`config.mk`:
```
export PLATFORM = sky130hd
export DESIGN_NAME = nfa_to_dfa_subset_builder
export DESIGN_NICKNAME = d
export VERILOG_FILES = /design/src/sv/ndsb_pkg.sv /design/src/sv/ndsb_ram.sv /design/src/sv/ndsb_datapath.sv /design/src/sv/ndsb_ctrl.sv /design/src/sv/nfa_to_dfa_subset_builder.sv
export SDC_FILE = /design/constraint.sdc
export NUM_CORES = 2
export LEC_CHECK = 0
export ABC_AREA = 0
export ABC_CLOCK_PERIOD_IN_PS = 7400
export CAP_MARGIN = 0
export CORE_MARGIN = 2
export CORE_UTILIZATION = 40
export DETAILED_ROUTE_END_ITERATION = 6
export DONT_BUFFER_PORTS = 1
export GPL_TIMING_DRIVEN = 0
export SLEW_MARGIN = 0
export SYNTH_ARGS = -nofsm -noshare
export SYNTH_HDL_FRONTEND = slang
export SYNTH_SLANG_ARGS = --single-unit
```
`constraint.sdc`:
```
create_clock -name clk -period 7.4 [get_ports clk]
set_input_delay 0.37 -clock clk [delete_from_list [all_inputs] [get_ports clk]]
set_output_delay 0.37 -clock clk [all_outputs]
set_load 0.05 [all_outputs]
```
`src/sv/ndsb_pkg.sv`:
```
// Shared types and constants for the NFA to DFA subset builder.
// No dependencies; used by the controller, datapath and top level.
package ndsb_pkg;
  localparam int MASK_W = 6;
  localparam int ROW_W  = 19;

  typedef struct packed {
    logic clos_start;   // begin closure pass
    logic clos_step;    // one closure iteration
    logic seed;         // store the start subset
    logic step_sym;     // 0: symbol zero, 1: symbol one
    logic move;         // compute a move and look up
    logic commit;       // record the transition row
    logic emit;         // read a transition row for output
  } ctl_cmd_t;

  typedef struct packed {
    logic clos_done;
    logic find_done;
    logic work_done;
  } ctl_sts_t;
endpackage

```
`src/sv/ndsb_ram.sv`:
```
// Generic single-port-write, single-read RAM with a registered read.
// No dependencies.
module ndsb_ram #(
  parameter int WIDTH = 8,
  parameter int DEPTH = 64
) (
  input  logic                     clk,
  input  logic                     we,
  input  logic [$clog2(DEPTH)-1:0] waddr,
  input  logic [WIDTH-1:0]         wdata,
  input  logic [$clog2(DEPTH)-1:0] raddr,
  output logic [WIDTH-1:0]         rdata
);
  logic [WIDTH-1:0] mem [DEPTH];
  always_ff @(posedge clk) begin
    if (we) begin
      mem[waddr] <= wdata;
    end
    rdata <= mem[raddr];
  end
endmodule

```
`src/sv/ndsb_datapath.sv`:
```
// Datapath of the subset builder: NFA rows, closures, subset search, DFA rows.
// Depends on ndsb_pkg and ndsb_ram.
module ndsb_datapath import ndsb_pkg::*; #(
  parameter int NFA_STATES = 6,
  parameter int DFA_STATES = 64,
  localparam int DW = $clog2(DFA_STATES),
  localparam int CW = $clog2(DFA_STATES + 1)
) (
  input  logic           clk,
  input  logic           rst_n,
  input  logic           load_we,
  input  logic [2:0]     load_idx,
  input  logic [ROW_W-1:0] load_row,
  input  logic [2:0]     states_in_use,
  input  ctl_cmd_t       cmd,
  output ctl_sts_t       sts,
  output logic [DW-1:0]  emit_idx,
  output logic [CW-1:0]  count,
  output logic [12:0]    emit_row
);
  logic [ROW_W-1:0]  rows_r [NFA_STATES];
  logic [MASK_W-1:0] clos_r [NFA_STATES];
  logic [MASK_W-1:0] clos_nxt [NFA_STATES];
  logic [MASK_W-1:0] am;
  logic [2:0]        n_act;

  always_comb begin
    n_act = states_in_use;
    if (n_act == 3'd0) n_act = 3'd1;
    if (32'(n_act) > NFA_STATES) n_act = 3'(NFA_STATES);
    am = MASK_W'((7'd1 << n_act) - 7'd1);
  end

  always_ff @(posedge clk) begin
    if (!rst_n) begin
      for (int i = 0; i < NFA_STATES; i++) rows_r[i] <= '0;
    end else if (load_we && 32'(load_idx) < NFA_STATES) begin
      rows_r[load_idx] <= load_row;
    end
  end

  // One closure iteration: every state's set absorbs the epsilon targets of its members.
  logic clos_chg;
  always_comb begin
    clos_chg = 1'b0;
    for (int i = 0; i < NFA_STATES; i++) begin
      clos_nxt[i] = clos_r[i];
      for (int j = 0; j < NFA_STATES; j++)
        if (clos_r[i][j]) clos_nxt[i] = clos_nxt[i] | (rows_r[j][5:0] & am);
      clos_nxt[i] = clos_nxt[i] & am;
      if (clos_nxt[i] != clos_r[i]) clos_chg = 1'b1;
    end
  end

  always_ff @(posedge clk) begin
    for (int i = 0; i < NFA_STATES; i++) begin
      if (cmd.clos_start) clos_r[i] <= (i < 32'(n_act)) ? (rows_r[i][5:0] & am) : '0;
      else if (cmd.clos_step) clos_r[i] <= clos_nxt[i];
    end
  end

  // Current subset being processed, its move, and the search over known subsets.
  logic [CW-1:0]     built_r, work_r, scan_r;
  logic [MASK_W-1:0] cur_r, tgt_r;
  logic [MASK_W-1:0] sub_q;
  logic              scan_act_r, scan_rd_r, acc_r;
  logic [DW-1:0]     z_r;
  logic [DW-1:0]     res_idx;
  logic              found;
  logic              find_done;
  logic              sub_we;
  logic [DW-1:0]     sub_wa, sub_ra;
  logic [MASK_W-1:0] sub_wd;

  logic [MASK_W-1:0] mv_t, mv_r;
  logic              mv_acc;
  always_comb begin
    mv_t = '0;
    mv_acc = 1'b0;
    for (int j = 0; j < NFA_STATES; j++) if (cur_r[j]) begin
      mv_t = mv_t | ((cmd.step_sym ? rows_r[j][11:6] : rows_r[j][17:12]) & am);
      mv_acc = mv_acc | rows_r[j][18];
    end
    mv_r = mv_t;
    for (int j = 0; j < NFA_STATES; j++) if (mv_t[j]) mv_r = mv_r | clos_r[j];
    mv_r = mv_r & am;
  end

  // Scan: read address scan_r, compare its data in the next cycle.
  assign found = scan_rd_r && (sub_q == tgt_r);
  assign sub_ra = scan_act_r ? DW'(scan_r) : DW'(work_r);
  logic [CW-1:0] scan_prev_r;

  always_comb begin
    sub_we = 1'b0;
    sub_wa = DW'(built_r);
    sub_wd = tgt_r;
    res_idx = DW'(scan_prev_r);
    find_done = 1'b0;
    if (scan_act_r) begin
      if (found) begin
        find_done = 1'b1;
      end else if (!scan_rd_r && scan_r >= built_r) begin
        find_done = 1'b1;
        if (32'(built_r) < DFA_STATES) begin
          sub_we = 1'b1;
          res_idx = DW'(built_r);
        end else begin
          res_idx = DW'(DFA_STATES - 1);
        end
      end
    end
    if (cmd.seed) begin
      sub_we = 1'b1;
      sub_wa = '0;
      sub_wd = (MASK_W'(1) | clos_r[0]) & am;
    end
  end

  ndsb_ram #(.WIDTH(MASK_W), .DEPTH(DFA_STATES)) u_sub (
    .clk(clk), .we(sub_we), .waddr(sub_wa), .wdata(sub_wd),
    .raddr(sub_ra), .rdata(sub_q));

  // The next subset's address settles in the cycle after seed or commit, and its
  // registered read data arrives in the cycle after that.
  logic cur_wait_r, cur_fill_r;
  always_ff @(posedge clk) begin
    if (!rst_n) begin
      built_r <= '0; work_r <= '0; scan_act_r <= 1'b0; scan_rd_r <= 1'b0;
      cur_wait_r <= 1'b0; cur_fill_r <= 1'b0;
    end else begin
      cur_wait_r <= 1'b0;
      cur_fill_r <= cur_wait_r;
      if (cmd.seed) begin
        built_r <= CW'(1); work_r <= '0; cur_wait_r <= 1'b1;
      end
      if (cur_fill_r) cur_r <= sub_q;
      if (cmd.move) begin
        tgt_r <= mv_r; acc_r <= mv_acc; scan_act_r <= 1'b1;
        scan_r <= '0; scan_rd_r <= 1'b0;
      end else if (scan_act_r) begin
        if (find_done) begin
          scan_act_r <= 1'b0; scan_rd_r <= 1'b0;
          if (sub_we) built_r <= built_r + CW'(1);
          if (!cmd.step_sym) z_r <= res_idx;
        end else if (scan_r < built_r) begin
          scan_prev_r <= scan_r; scan_r <= scan_r + CW'(1); scan_rd_r <= 1'b1;
        end else begin
          scan_rd_r <= 1'b0;
        end
      end
      if (cmd.commit) begin
        work_r <= work_r + CW'(1); cur_wait_r <= 1'b1;
      end
    end
  end

  assign sts = '{clos_done: !clos_chg, find_done: find_done, work_done: (work_r >= built_r)};

  logic [DW-1:0] one_r;
  always_ff @(posedge clk) if (scan_act_r && find_done && cmd.step_sym) one_r <= res_idx;

  ndsb_ram #(.WIDTH(13), .DEPTH(DFA_STATES)) u_trn (
    .clk(clk), .we(cmd.commit), .waddr(DW'(work_r)),
    .wdata({acc_r, 6'(z_r), 6'(one_r)}),
    .raddr(emit_idx), .rdata(emit_row));

  logic [DW-1:0] emit_r;
  always_ff @(posedge clk) begin
    if (!rst_n || cmd.seed) emit_r <= '0;
    else if (cmd.emit) emit_r <= emit_r + DW'(1);
  end
  assign emit_idx = emit_r;
  assign count = built_r;
endmodule

```
`src/sv/ndsb_ctrl.sv`:
```
// Controller state machine of the subset builder.
// Depends on ndsb_pkg; drives the datapath by command struct.
module ndsb_ctrl import ndsb_pkg::*; #(
  parameter int DFA_STATES = 64,
  localparam int DW = $clog2(DFA_STATES),
  localparam int CW = $clog2(DFA_STATES + 1)
) (
  input  logic          clk,
  input  logic          rst_n,
  input  logic          build_go,
  output logic          busy,
  input  ctl_sts_t      sts,
  output ctl_cmd_t      cmd,
  input  logic [DW-1:0] emit_idx,
  input  logic [CW-1:0] count,
  output logic          out_load,
  output logic          out_last,
  input  logic          out_free
);
  localparam logic [3:0] S_IDLE = 4'd0, S_CLOS = 4'd1, S_SEED = 4'd2, S_WAIT = 4'd3,
    S_MV0 = 4'd4, S_FD0 = 4'd5, S_MV1 = 4'd6, S_FD1 = 4'd7, S_CMT = 4'd8,
    S_RD = 4'd9, S_OUT = 4'd10, S_GAP = 4'd11;
  logic [3:0] state_r, state_nxt;

  always_comb begin
    state_nxt = state_r;
    cmd = '0;
    out_load = 1'b0;
    out_last = 1'b0;
    case (state_r)
      S_IDLE: if (build_go) begin cmd.clos_start = 1'b1; state_nxt = S_CLOS; end
      S_CLOS: begin
        cmd.clos_step = 1'b1;
        if (sts.clos_done) state_nxt = S_SEED;
      end
      S_SEED: begin cmd.seed = 1'b1; state_nxt = S_GAP; end
      S_GAP:  state_nxt = S_WAIT;
      S_WAIT: state_nxt = sts.work_done ? S_RD : S_MV0;
      S_MV0:  begin cmd.move = 1'b1; state_nxt = S_FD0; end
      S_FD0:  if (sts.find_done) state_nxt = S_MV1;
      S_MV1:  begin cmd.move = 1'b1; cmd.step_sym = 1'b1; state_nxt = S_FD1; end
      S_FD1:  begin cmd.step_sym = 1'b1; if (sts.find_done) state_nxt = S_CMT; end
      S_CMT:  begin cmd.commit = 1'b1; state_nxt = S_GAP; end
      S_RD:   state_nxt = S_OUT;
      S_OUT: if (out_free) begin
        out_load = 1'b1;
        out_last = (CW'(emit_idx) + CW'(1) == count);
        cmd.emit = 1'b1;
        state_nxt = out_last ? S_IDLE : S_RD;
      end
      default: state_nxt = S_IDLE;
    endcase
  end

  always_ff @(posedge clk) begin
    if (!rst_n) state_r <= S_IDLE;
    else state_r <= state_nxt;
  end
  assign busy = (state_r != S_IDLE);
endmodule

```
`src/sv/nfa_to_dfa_subset_builder.sv`:
```
// Top level of the NFA to DFA subset builder; uses ndsb_pkg, ndsb_ctrl, ndsb_datapath, ndsb_ram.
// Operation: a load word stores one NFA row and gives no result. A build word iterates the
// closures until no set changes, then per DFA state runs two moves, each a search over the
// subsets found so far, then emits the rows in order, waiting while the output register is full.
// Throughput: one load word per cycle while idle; input is held off for the whole build.
// Reset (rst_n low, synchronous) clears rows, count and control, and sets states_in_use to 6.
module nfa_to_dfa_subset_builder import ndsb_pkg::*; #(
  parameter int NFA_STATES = 6,
  parameter int DFA_STATES = 64
) (
  input  logic        clk,
  input  logic        rst_n,
  input  logic        in_tvalid,
  output logic        in_tready,
  input  logic [23:0] in_tdata,   // row_index, row_accepting, on_zero, on_one, on_empty
  input  logic        in_tuser,   // kind
  output logic        out_tvalid,
  input  logic        out_tready,
  output logic [31:0] out_tdata,  // dfa_state, dfa_accepting, next_on_zero, next_on_one,
                                  // dfa_count
  output logic        out_tlast,  // last_row
  input  logic        cfg_valid,
  output logic        cfg_ready,
  input  logic [2:0]  cfg_data
);
  localparam int DW = $clog2(DFA_STATES);
  localparam int CW = $clog2(DFA_STATES + 1);

  logic [2:0] siu_r;
  assign cfg_ready = 1'b1;
  always_ff @(posedge clk) begin
    if (!rst_n) siu_r <= 3'd6;
    else if (cfg_valid) siu_r <= cfg_data;
  end

  logic busy, acc;
  ctl_cmd_t cmd;
  ctl_sts_t sts;
  logic [DW-1:0] emit_idx;
  logic [CW-1:0] count;
  logic [12:0] emit_row;
  logic out_load, out_last;

  // Output register: the controller waits until it is free.
  logic ov_r;
  logic out_free;
  assign out_free = !ov_r || out_tready;
  assign in_tready = !busy;
  assign acc = in_tvalid && in_tready;

  ndsb_ctrl #(.DFA_STATES(DFA_STATES)) u_ctrl (
    .clk(clk), .rst_n(rst_n), .build_go(acc && in_tuser), .busy(busy),
    .sts(sts), .cmd(cmd), .emit_idx(emit_idx), .count(count),
    .out_load(out_load), .out_last(out_last), .out_free(out_free));

  ndsb_datapath #(.NFA_STATES(NFA_STATES), .DFA_STATES(DFA_STATES)) u_dp (
    .clk(clk), .rst_n(rst_n), .load_we(acc && !in_tuser), .load_idx(in_tdata[2:0]),
    .load_row({in_tdata[3], in_tdata[9:4], in_tdata[15:10], in_tdata[21:16]}),
    .states_in_use(siu_r), .cmd(cmd), .sts(sts), .emit_idx(emit_idx),
    .count(count), .emit_row(emit_row));

  always_ff @(posedge clk) begin
    if (!rst_n) ov_r <= 1'b0;
    else if (out_load) ov_r <= 1'b1;
    else if (out_tready) ov_r <= 1'b0;
    if (out_load) begin
      out_tdata <= {6'd0, 7'(count), 6'(emit_row[5:0]), 6'(emit_row[11:6]), emit_row[12],
                    6'(emit_idx)};
      out_tlast <= out_last;
    end
  end
  assign out_tvalid = ov_r;
endmodule

```
==> results.md <==
* Unique masters post-synth at 70
* Syn Area/Cell at 18.3 sq um
* Detailed Place HPWL at 104 mm
* CTS root buffer: clkbuf_16
* Status: finished with violations
* Yosys warns at 0
* CP Launch Point: u_dp.count[2]$_SDFF_PN0_
* Setup TNS at 0 ns
* # IOs at 69
* Port buffer count at 0
* CTS buffer count at ~150
* Via count at 32200
* Core Rows at 141
* Die area at 152000 sq um
* Routing usage on met2 at 0.312
* Unrepaired setup endpoints after global routing: false
* M1 GR Usage at 0.286
* Hold_sp: in_tdata[0]
* CP Capture Type: register
* Routed Antenna Nets at 0
* Die Y at between 300 and 400 um
* FF-to-FF Start: u_dp.count[2]$_SDFF_PN0_
* Gr usage total at 0.201
* Primary FF master, synth: edfxtp_1
* GRT overflow at 0
* Cells on worst reg2reg path at 10
* Worst-path cell chain: buf_1 > inv_2 > ha_1 > o21a_1 > o31ai_1 > a31oi_1 > o211ai_1 > nor2_1 > nand4_1 > nor3_1
* # fillers at 12500
* Hold WC Path Type: primary input to register
* Startpoint types: register
* Postcts setup bufs at 0
* Cell area after layout at 68700 sq um
* Final core utilization at 0.465
* Placed cell areas at 63100 sq um
* Post-CTS Hold Fix Bufs at 31
* Share of layout cells above drive strength 1 at 0.197
* Cells after synthesis at 3257
* Fin nets at ~3500
* Initial antenna violation count at 5
* Final worst path period share at 0.679
* Clk buf depth at 3
* Post-CTS resize count at 0
* GR peak layer: met2
* Synthesis-to-finish area growth at 15.1%
* Minimum clock period at roughly 5 ns
* Routability congestion estimate at 0.901
* # setup viols final at 0
* DR WL/cell at 27.6 um
* Crit Path Max Fanout at 11
* Vias in the first global route at 31600
* Leak Pwr at 21.3 nW
* Asr flop ratio synth at 0
* Final Total Pwr at 20.1 mW
* Initial Util at 0.403
* VDD IR max at 0.217 mV
* Number of enable flip-flop cells after synthesis at 1431
* Slew Viols, Final at 0
* Register area share after synthesis at 0.738
* Most common cell after layout, fill and taps aside: edfxtp_1
* Routed wire length at 153 mm
* Worst path slowest cell: nor3_1
* Reg clk slew, reported paths at ~0.060 ns
* Fmax at 199 MHz
* Critical path type: register to register
* Kind of cell adding the most delay to the critical path: simple AND/OR/NAND/NOR gates
* Post-route DRC at 25
* Most frequent cells in the layout: edfxtp_1 (1431), mux4_2 (369), nor2_1 (284)
* Core box area at approximately 150000 sq um
* Vias/cell at approximately 5.8
* Slew at the pin closest to its max-slew limit at 1.38 ns
* Mapped Area at 59600 sq um
* Final Hold Viols at 0
* Max Cap Violations at 0
* CP required at between 7 and 8 ns
* Pre-Repair DR Iteration Count at 7
* Die Wd at around 390 um
* Hold Slack at 0.166 ns
* Largest net degree at the start of global routing at between 40 and 50
* PwrDens at 293 nW/um^2
* Hold Path Depth at 3
* CTS tree: built
* Skew-Pair Late Insertion Delay at 0.81 ns
* #FFs+latches synth at about 1500
* Slew margin rel. at 0.0726
* Max stage delay on crit path at 0.94 ns
* Buf/Inv on CP at 2
* Skew final at 0.0447 ns
* Logic depth of the worst path, buffers included at 10
* First-pass GRT wire length at 223 mm
* Worst Path Arrival at 5.43 ns
* # clock sinks at 1482
* CTS H-tree lvls at 4
* Failing checks: DRC
* Initial drt markers at 4129
* M3 GR Usage at 0.0418
## worst register-to-register path: cells and delay by family, from the launching register on
| kind | cells | cell delay [ns] |
|---|---|---|
| compound gates | 4 | 0.73 |
| buf+inv | 2 | 1.00 |
| fa+ha+maj | 1 | 0.38 |
| simple gates | 3 | 1.94 |
| flops | 1 | 0.59 |
## power breakdown
part           switching, mW  leakage [nW]  total (mW)  internal, mW
sequential             0.131          13.5        9.68          9.55
clock                   3.39          2.49        7.89          4.50
combinational           1.72          5.31        2.57         0.847
total                   5.24          21.3        20.1          14.9
## registers in the layout, summed over array words and instances, names as in the netlist, 7 cells and up
signal and count:
u_dp.u_trn.mem 832, u_dp.u_sub.mem 384, u_dp.rows_r 114, u_dp.clos_r 36
out_tdata 26, u_dp.u_trn.rdata 13, u_dp.count 7, u_dp.scan_r 7
u_dp.work_r 7
## final cells by class
cell class | count | area, sq um | area share
flip-flops and latches | 1482 | 44000 | 0.641
multi-input cells | 1519 | 14700 | 0.214
clock buffers | 194 | 4070 | 0.0593
well taps | 1930 | 2410 | 0.0352
repair buffers | 77 | 1300 | 0.0190
clock inverters | 89 | 1140 | 0.0166
plain buffers | 219 | 905 | 0.0132
inverters | 42 | 158 | 0.00230
diodes | 2 | 5.00 | 0.0000729
## synth_stat cells (all sizes together), types with 7 or more instances
cell    number  area share
nand2      203       0.013
a211oi      34      0.0043
and3         7     0.00076
a222oi      23      0.0039
nand2b      10      0.0010
a31oi       31      0.0034
clkbuf     152      0.0096
inv         40      0.0025
and2        30      0.0031
nor2b       14      0.0015
a21oi       79      0.0066
xnor2       12      0.0018
nand4       17      0.0018
o21ai       61      0.0051
or2          7     0.00073
mux4       369        0.14
mux2         7      0.0013
buf         67      0.0056
a311oi      13      0.0019
xor2         8      0.0012
nor2       295       0.019
ha          18      0.0038
a22oi       84       0.011
nor3        31      0.0026
edfxtp    1431        0.72
nand3b       7     0.00088
mux2i        8      0.0015
or3         12      0.0013
nand3       58      0.0049
nor4        14      0.0015
dfxtp       51       0.017
## per-layer routing
metal,up-vias,part of all wire
li1,13700,-
met5,-,0
met4,0,0.029
met2,1440,0.47
met3,274,0.084
met1,16800,0.42
## logic make-up after synthesis
logic type,after synthesis,synth area share
AND/OR/NAND/NOR,714,0.0527
XOR/XNOR,20,0.00294
adder cells (fa/ha/maj),18,0.00378
multiplexers,384,0.142
buffers and inverters,261,0.0178
AO/OA/AOI/OAI,376,0.0430
other,2,0.000126
flip-flops,1482,0.738
## metrics by stage
step,std cells,worst slack [ns]
global placement,5192,2.42
global route,5552,2.19
finish,5554,2.38
floorplan,3262,4.00
detailed placement,5233,2.57
CTS,5547,2.54
## worst paths after layout
check / end / slack [ns]
min: u_dp.rows_r[1][8]$_SDFFCE_PN0P_ / 0.17
max: u_dp.u_sub.mem[54][1]$_DFFE_PP_ / 2.38
min reg2reg: out_tdata[11]$_DFFE_PP_ / 0.40
max reg2reg: u_dp.u_sub.mem[54][1]$_DFFE_PP_ / 2.38
Note: power is estimated with default switching activity, not from simulation.
